`config.mk`:
```
export PLATFORM = sky130hd
export DESIGN_NAME = byte_ring_fifo_threshold
export DESIGN_NICKNAME = d
export VERILOG_FILES = /design/src/rtl/brft_pkg.sv /design/src/rtl/brft_ctrl.sv /design/src/rtl/brft_datapath.sv /design/src/rtl/byte_ring_fifo_threshold.sv
export VERILOG_INCLUDE_DIRS = /design/src /design/src/rtl
export SDC_FILE = /design/constraint.sdc
export NUM_CORES = 2
export LEC_CHECK = 0
export BUFFER_PORTS_ARGS = -buffer_cell sky130_fd_sc_hd__buf_2
export CAP_MARGIN = 0
export CORE_MARGIN = 5
export CORE_UTILIZATION = 63
export DETAILED_ROUTE_END_ITERATION = 10
export PLACE_DENSITY_LB_ADDON = 0.2
export SYNTH_ARGS = -nofsm -noshare
export SYNTH_HDL_FRONTEND = slang
export SYNTH_SLANG_ARGS = --single-unit
export TNS_END_PERCENT = 1
```
`constraint.sdc`:
```
create_clock -name aclk -period 5.8 [get_ports aclk]
set_input_delay 0.29 -clock aclk [delete_from_list [all_inputs] [get_ports aclk]]
set_output_delay 0.29 -clock aclk [all_outputs]
set_load 0.05 [all_outputs]
```
`src/rtl/byte_ring_fifo_threshold_macros.svh`:
```
// Assertion helpers used by the RTL datapath. Every check is clocked on aclk
// and held off while aresetn is low.
`ifndef BYTE_RING_FIFO_THRESHOLD_MACROS_SVH
`define BYTE_RING_FIFO_THRESHOLD_MACROS_SVH

// Same-cycle implication.
`define BRFT_ASSERT_IMP(label, ante, cons) \
    label: assert property (@(posedge aclk) disable iff (!aresetn) (ante) |-> (cons)) \
        else $error("brft same-cycle check failed");

// Next-cycle implication.
`define BRFT_ASSERT_NXT(label, ante, cons) \
    label: assert property (@(posedge aclk) disable iff (!aresetn) (ante) |=> (cons)) \
        else $error("brft next-cycle check failed");

`endif

```
`src/rtl/brft_pkg.sv`:
```
package brft_pkg;

    // Fixed field widths
    localparam int CMD_W  = 2;
    localparam int BYTE_W = 8;
    localparam int THR_W  = 9;
    localparam int FILL_W = 9;
    localparam int CFG_IDX_W = 1;
    localparam int CFG_DATA_W = 9;

    // Command codes
    localparam logic [CMD_W-1:0] CMD_PUSH   = 2'd0;
    localparam logic [CMD_W-1:0] CMD_POP    = 2'd1;
    localparam logic [CMD_W-1:0] CMD_RECALL = 2'd2;
    localparam logic [CMD_W-1:0] CMD_FLUSH  = 2'd3;

    // Register indexes
    localparam logic [CFG_IDX_W-1:0] REG_LEVEL_THRESHOLD = 1'd0;
    localparam logic [CFG_IDX_W-1:0] REG_NOTIFY_ENABLE   = 1'd1;

    typedef struct packed {
        logic [CMD_W-1:0]  cmd;
        logic [BYTE_W-1:0] data_in;
    } in_t;

    typedef struct packed {
        logic [BYTE_W-1:0] data_out;
        logic              ok;
        logic [FILL_W-1:0] fill_count;
        logic              is_empty;
        logic              is_full;
        logic              threshold_hit;
    } out_t;

    // Controller to datapath
    typedef struct packed {
        logic capture;
        logic commit;
    } ctrl_t;

    // Datapath to controller
    typedef struct packed {
        logic out_free;
    } status_t;

endpackage

```
`src/rtl/brft_ctrl.sv`:
```
module brft_ctrl (
    input  logic              aclk,
    input  logic              aresetn,
    input  logic              s_valid,
    output logic              s_ready,
    input  brft_pkg::status_t status,
    output brft_pkg::ctrl_t   ctrl
);

    localparam logic S_IDLE = 1'b0;
    localparam logic S_EXEC = 1'b1;

    logic state_reg;
    logic state_next;

    // Outputs of the sequencer
    always_comb begin
        s_ready      = (state_reg == S_IDLE);
        ctrl.capture = s_valid && (state_reg == S_IDLE);
        ctrl.commit  = (state_reg == S_EXEC) && status.out_free;
    end

    // Next state
    always_comb begin
        state_next = state_reg;
        case (state_reg)
            S_IDLE: begin
                if (s_valid) begin
                    state_next = S_EXEC;
                end
            end
            S_EXEC: begin
                if (status.out_free) begin
                    state_next = S_IDLE;
                end
            end
            default: begin
                state_next = S_IDLE;
            end
        endcase
    end

    always_ff @(posedge aclk) begin
        if (!aresetn) begin
            state_reg <= S_IDLE;
        end else begin
            state_reg <= state_next;
        end
    end

endmodule

```
`src/rtl/brft_datapath.sv`:
```
`include "byte_ring_fifo_threshold_macros.svh"

module brft_datapath #(
    parameter int DEPTH = 256
) (
    input  logic                                 aclk,
    input  logic                                 aresetn,
    input  brft_pkg::in_t                        s_data,
    output logic                                 m_valid,
    input  logic                                 m_ready,
    output brft_pkg::out_t                       m_data,
    input  logic                                 cfg_we,
    input  logic [brft_pkg::CFG_IDX_W-1:0]       cfg_index,
    input  logic [brft_pkg::CFG_DATA_W-1:0]      cfg_wdata,
    input  brft_pkg::ctrl_t                      ctrl,
    output brft_pkg::status_t                    status
);

    localparam int PTR_W = (DEPTH > 1) ? $clog2(DEPTH) : 1;
    localparam int CNT_W = PTR_W + 1;
    localparam int CMP_W = (CNT_W > brft_pkg::THR_W) ? CNT_W : brft_pkg::THR_W;
    localparam logic [PTR_W-1:0] PTR_LAST  = PTR_W'(DEPTH - 1);
    localparam logic [CNT_W-1:0] CNT_DEPTH = CNT_W'(DEPTH);

    // Byte store
    logic [brft_pkg::BYTE_W-1:0] mem [DEPTH];

    logic [PTR_W-1:0] rd_ptr_reg, rd_ptr_next;
    logic [PTR_W-1:0] wr_ptr_reg, wr_ptr_next;
    logic             has_data_reg, has_data_next;
    logic             has_room_reg, has_room_next;

    logic [brft_pkg::THR_W-1:0] thr_reg;
    logic                       notify_reg;

    // Captured command and the byte read at the read pointer
    logic [brft_pkg::CMD_W-1:0]  cmd_reg;
    logic [brft_pkg::BYTE_W-1:0] din_reg;
    logic [brft_pkg::BYTE_W-1:0] rd_data_reg;

    logic           m_valid_reg;
    brft_pkg::out_t out_reg, out_next;

    logic             ok;
    logic             wr_en;
    logic [CNT_W-1:0] cnt;
    logic [CMP_W-1:0] cnt_ext;
    logic             ptr_eq;

    assign status.out_free = !m_valid_reg || m_ready;
    assign m_valid = m_valid_reg;
    assign m_data  = out_reg;

    // Configuration registers
    always_ff @(posedge aclk) begin
        if (!aresetn) begin
            thr_reg    <= '0;
            notify_reg <= 1'b0;
        end else if (cfg_we) begin
            case (cfg_index)
                brft_pkg::REG_LEVEL_THRESHOLD: thr_reg    <= cfg_wdata[brft_pkg::THR_W-1:0];
                brft_pkg::REG_NOTIFY_ENABLE:   notify_reg <= cfg_wdata[0];
                default: ;
            endcase
        end
    end

    // Command capture and store read on transfer in
    always_ff @(posedge aclk) begin
        if (ctrl.capture) begin
            cmd_reg     <= s_data.cmd;
            din_reg     <= s_data.data_in;
            rd_data_reg <= mem[rd_ptr_reg];
        end
    end

    // Store write on a committed push
    always_ff @(posedge aclk) begin
        if (wr_en) begin
            mem[wr_ptr_reg] <= din_reg;
        end
    end

    // Command execution
    always_comb begin
        rd_ptr_next   = rd_ptr_reg;
        wr_ptr_next   = wr_ptr_reg;
        has_data_next = has_data_reg;
        has_room_next = has_room_reg;
        ok            = 1'b0;
        wr_en         = 1'b0;
        out_next      = '0;
        case (cmd_reg)
            brft_pkg::CMD_PUSH: begin
                if (has_room_reg) begin
                    wr_en         = ctrl.commit;
                    wr_ptr_next   = (wr_ptr_reg == PTR_LAST) ? '0 : wr_ptr_reg + 1'b1;
                    has_room_next = (wr_ptr_next != rd_ptr_reg);
                    has_data_next = 1'b1;
                    ok            = 1'b1;
                end
            end
            brft_pkg::CMD_POP: begin
                if (has_data_reg) begin
                    out_next.data_out = rd_data_reg;
                    rd_ptr_next   = (rd_ptr_reg == PTR_LAST) ? '0 : rd_ptr_reg + 1'b1;
                    has_data_next = (rd_ptr_next != wr_ptr_reg);
                    has_room_next = 1'b1;
                    ok            = 1'b1;
                end
            end
            brft_pkg::CMD_RECALL: begin
                if (has_room_reg) begin
                    rd_ptr_next   = (rd_ptr_reg == '0) ? PTR_LAST : rd_ptr_reg - 1'b1;
                    has_room_next = (rd_ptr_next != wr_ptr_reg);
                    has_data_next = 1'b1;
                    ok            = 1'b1;
                end
            end
            default: begin
                rd_ptr_next   = wr_ptr_reg;
                has_data_next = 1'b0;
                has_room_next = 1'b1;
                ok            = 1'b1;
            end
        endcase

        // Fill level after the command; wraps by DEPTH when write is behind read
        ptr_eq = (rd_ptr_next == wr_ptr_next);
        if (ptr_eq) begin
            cnt = has_data_next ? CNT_DEPTH : '0;
        end else if (wr_ptr_next > rd_ptr_next) begin
            cnt = {1'b0, wr_ptr_next} - {1'b0, rd_ptr_next};
        end else begin
            cnt = CNT_DEPTH - {1'b0, rd_ptr_next} + {1'b0, wr_ptr_next};
        end
        cnt_ext = CMP_W'(cnt);

        out_next.ok            = ok;
        out_next.fill_count    = cnt_ext[brft_pkg::FILL_W-1:0];
        out_next.is_empty      = ptr_eq && !has_data_next;
        out_next.is_full       = ptr_eq && has_data_next;
        out_next.threshold_hit = (cmd_reg == brft_pkg::CMD_PUSH) && ok && notify_reg &&
                                 (cnt_ext >= CMP_W'(thr_reg));
    end

    // Pointer and flag state
    always_ff @(posedge aclk) begin
        if (!aresetn) begin
            rd_ptr_reg   <= '0;
            wr_ptr_reg   <= '0;
            has_data_reg <= 1'b0;
            has_room_reg <= 1'b1;
        end else if (ctrl.commit) begin
            rd_ptr_reg   <= rd_ptr_next;
            wr_ptr_reg   <= wr_ptr_next;
            has_data_reg <= has_data_next;
            has_room_reg <= has_room_next;
        end
    end

    // Output register
    always_ff @(posedge aclk) begin
        if (!aresetn) begin
            m_valid_reg <= 1'b0;
        end else if (ctrl.commit) begin
            m_valid_reg <= 1'b1;
        end else if (m_ready) begin
            m_valid_reg <= 1'b0;
        end
    end

    always_ff @(posedge aclk) begin
        if (ctrl.commit) begin
            out_reg <= out_next;
        end
    end

    // Checks
    `BRFT_ASSERT_IMP(a_flags_live, 1'b1, has_data_reg || has_room_reg)
    `BRFT_ASSERT_IMP(a_partial_flags, rd_ptr_reg != wr_ptr_reg, has_data_reg && has_room_reg)
    `BRFT_ASSERT_IMP(a_commit_free, ctrl.commit, !m_valid_reg || m_ready)
    `BRFT_ASSERT_NXT(a_commit_shows, ctrl.commit, m_valid_reg)

endmodule

```
`src/rtl/byte_ring_fifo_threshold.sv`:
```
// Byte ring FIFO with fill-level notification for a UART receive path.
// Input channel s_valid/s_ready/s_data carries a command (push, pop,
// recall, flush) and a byte; every command yields exactly one result on
// m_valid/m_ready/m_data: popped byte, ok, fill count, empty, full and
// threshold hit. The user must write registers via cfg_we/cfg_index/cfg_wdata
// (index 0 level threshold, 1 notify enable) only while the block is idle;
// the block does not enforce this. A command is taken and its store read is
// registered; it executes once the output register is free, and the result
// is valid the cycle after that. A new command is not taken until the last
// has executed, since the registered store read precedes the pointer update.
// The result sits in an output register, so a new command is taken while
// the previous result waits. If the receiver stalls with a result still
// held, the next command waits in execution and s_ready stays low.
// Reset (aresetn low, synchronous) empties the FIFO and clears the
// registers; store contents are left as they are and are not popped until
// written, except after a recall over never-written bytes.
module byte_ring_fifo_threshold #(
    parameter int DEPTH = 256
) (
    input  logic                             aclk,
    input  logic                             aresetn,
    input  logic                             s_valid,
    output logic                             s_ready,
    input  brft_pkg::in_t                    s_data,
    output logic                             m_valid,
    input  logic                             m_ready,
    output brft_pkg::out_t                   m_data,
    input  logic                             cfg_we,
    input  logic [brft_pkg::CFG_IDX_W-1:0]   cfg_index,
    input  logic [brft_pkg::CFG_DATA_W-1:0]  cfg_wdata
);

    brft_pkg::ctrl_t   ctrl;
    brft_pkg::status_t status;

    brft_ctrl u_ctrl (
        .aclk    (aclk),
        .aresetn (aresetn),
        .s_valid (s_valid),
        .s_ready (s_ready),
        .status  (status),
        .ctrl    (ctrl)
    );

    brft_datapath #(
        .DEPTH (DEPTH)
    ) u_datapath (
        .aclk      (aclk),
        .aresetn   (aresetn),
        .s_data    (s_data),
        .m_valid   (m_valid),
        .m_ready   (m_ready),
        .m_data    (m_data),
        .cfg_we    (cfg_we),
        .cfg_index (cfg_index),
        .cfg_wdata (cfg_wdata),
        .ctrl      (ctrl),
        .status    (status)
    );

endmodule

```
==> results.yml <==
drt:
  wl_um: 197000
  ant_nets: 0
  wire_per_inst_um: 33.0
  remaining_drc_errors: 0
  first_pass_iters: 8
  vias: 41200
  avgViaCountPerCell: 6.90
  drtIter0Drc: 5893
die:
  rows: 133
  start_util: 0.632
  die_y_um: 373
  die_w_um: 373
  pin_count: 48
  dieArea_um2: 139000
  core_area_um2: 131000
critical_path:
  critPathMaxFanout: 15
  cp.arrival_ps: 5580
  rr_worst_depth: 21
  worstSetupPathType: "flip-flop to flip-flop"
  end_kind: "flip-flop"
  cp.required_ps: 6350
  start_kind: "flip-flop"
layout:
  synthToLayoutAreaGrowth_pct: 10.9
  fillers: 7703
  post-route-util: 0.701
  nets: 4109
  final_layout_size_suffix_gt1_frac: 0.240
  largest_reg_flops: 2048
timing:
  relSlewSlack: 0.0490
  fin_skew_ps: 24.3
  setup_slack_ps: 770
  min_period_ps: 5030
  hold_viol_final: 0
  tns_ps: 0
  drv_slew: 0
  period_share: 0.867
  rsz0062_at_grt: "no"
  setup_viol: 0
  max_freq_mhz: 199
  worstMarginPinSlew_ps: 1430
min_path:
  hold_path.class: "primary input to flip-flop"
  holdPathStages: 4
yosys:
  synthesis.area_um2: 82900
  synth_edf_count: 2087
  synthTopCellsByArea: "edfxtp_1 (76%), mux4_2 (15%), nor2_1 (1.4%), dfxtp_1 (0.72%), a22oi_1 (0.66%)"
  ys_types: 60
  ys_async_sr_fraction: 0
  synth_top_cell_by_area: "edfxtp_1"
  yosys_register_bits: 2117
  ys_warn_count: 0
  synth_area_per_cell_um2: 21.1
  netlist_instances: 3926
  syn_nets: 3976
  synth_top_area_share: 0.756
  ys_seq_area_frac: 0.763
  ys.flop_type: "edfxtp_1"
place:
  io_buffers: 47
  dp_slack_ps: 872
  gp_congestion: 0.867
  dp_hpwl_um: 109000
clock_tree:
  ctsRootBufferMaster: "clkbuf_16"
  clk_latency_ps: 820
  cts_buffer_depth: 3
  ctsResizeCount: 0
  clkTransAtPathRegs_ps: 60
  numClockSinks: 2117
  tritoncts: "done"
  htreeDepth: 4
  cts_inserted_buffers: 201
pwr:
  vdd_drop_max_mv: 0.359
  leakage_nw: 27.8
  power_density_nw_per_um2: 347
global_routing:
  grt_pass1_vias: 40800
  globalRouteOverflowTotal: 0
  antenna_found_initial: 4
  grt_pass1_wl_um: 289000
  grt_usage: 0.285
  grt_start_max_net_pins: 241
outcome:
  status: "finished clean"
flow_run:
  max_cap_violations: 0
==> layout by cell type, fill, tap and decap left out, types with 36 or more instances in the layout <==
master / instances
o21ai_0: 37
a22oi_1: 73
buf_2: 47
clkbuf_16: 208
o22ai_1: 37
edfxtp_1: 2087
nor2_1: 298
clkbuf_1: 39
nand2_1: 84
clkinv_1: 41
a22o_1: 38
buf_4: 79
a21oi_1: 62
mux4_2: 560
nor3_1: 36
clkinv_2: 39
==> routing by layer <==
layer	routed length [um]	part of all wire	vias up	track usage
li1	-	-	16700	-
met1	75300	0.38	21600	0.428
met2	93200	0.47	2605	0.432
met3	21500	0.11	372	0.0601
met4	7090	0.036	2	0.0952
met5	17	0.000086	-	0
==> cell type report <==
class,count,area [um2],share of cell area
clock inverters,114,1130,0.0123
multi-input cells,1546,18400,0.201
clock buffers,250,5390,0.0587
inverters,25,96.3,0.00105
well taps,1755,2200,0.0239
diodes,2,5.00,0.0000544
repair buffers,168,1390,0.0151
flip-flops and latches,2117,63300,0.688
==> power by group <==
part / switching (mW) / internal (mW)
Combinational: 1.20 / 0.709
Clock: 5.52 / 7.50
Sequential: 0.0492 / 16.9
==> critical path, cell delays in order, from the launching register on <==
cell	delay, ps
dfxtp_1	700
ha_1	240
buf_4	170
and3_1	230
nand2_1	260
nor2_1	330
a21oi_1	90
o21ai_0	190
o31ai_1	100
ha_1	380
nand4_1	110
nor2_1	490
or2_2	230
ha_1	220
nand2b_1	140
a21oi_1	140
nor2b_1	70
o21ai_0	170
a21oi_1	90
o21a_1	170
o21ai_0	160
a21oi_1	80
==> cell families after synthesis <==
family                     count (synthesis)  share of synthesized area
AOI/OAI and AO/OA                        366                     0.0311
xor gates and xnor gates                  31                    0.00328
DFF                                     2117                      0.763
adders and majority gates                 25                    0.00386
muxes                                    586                      0.155
buffers and inverters                    263                     0.0151
and+or+nand+nor                          538                     0.0279
==> synth_stat cells (all sizes together), types with 2 or more instances <==
| master | count |
|---|---|
| o21ai | 37 |
| nor2 | 300 |
| and2 | 22 |
| nand3 | 16 |
| inv | 24 |
| buf | 109 |
| or3 | 7 |
| o211ai | 9 |
| and3 | 8 |
| a32oi | 2 |
| o22a | 4 |
| nand2b | 9 |
| a2111oi | 4 |
| a22oi | 73 |
| a311oi | 5 |
| a21oi | 62 |
| nand4 | 5 |
| a31oi | 7 |
| o221ai | 7 |
| o32ai | 2 |
| ha | 24 |
| nor4 | 7 |
| nor3 | 36 |
| o22ai | 37 |
| a21o | 8 |
| mux2i | 26 |
| o21a | 5 |
| xor2 | 11 |
| a21boi | 16 |
| mux4 | 560 |
| a211oi | 6 |
| nand2 | 99 |
| clkbuf | 129 |
| dfxtp | 30 |
| xnor2 | 20 |
| a22o | 38 |
| nor3b | 2 |
| o31ai | 3 |
| nor2b | 23 |
| a41o | 2 |
| o211a | 3 |
| a221oi | 32 |
| edfxtp | 2087 |
==> through the flow <==
step / std cells / instance area [um2] / hold WS [ps] / total power [mW]
3_5_place_dp: 5583 / 85100 / 465 / 19.1
5_1_grt: 5975 / 91900 / 109 / 32.8
3_3_place_gp: 5583 / 85100 / 456 / 19.1
6_report: 5977 / 91900 / 88.2 / 31.9
4_1_cts: 5975 / 91900 / 40.1 / 32.0
2_1_floorplan: 3926 / 82900 / 389 / 18.5
==> worst paths after layout <==
check,end,slack [ps],from
worst max-delay path,u_datapath.m_data[0]$_DFFE_PP_,770,u_datapath.wr_ptr_reg[0]$_SDFFE_PN0P_
worst max register to register,u_datapath.m_data[0]$_DFFE_PP_,770,u_datapath.wr_ptr_reg[0]$_SDFFE_PN0P_
worst min register to register,u_datapath.thr_reg[4]$_SDFFE_PN0P_,470,u_datapath.thr_reg[4]$_SDFFE_PN0P_
worst min-delay path,u_datapath.thr_reg[7]$_SDFFE_PN0P_,90,cfg_we
==> repair_timing <==
item	4_1_cts	5_1_grt
setup buffers	0	0
hold buffers	28	0
endpoints found under the setup margin	0	0
endpoints found under the hold margin	25	0
Note: power is estimated with default switching activity, not from simulation.
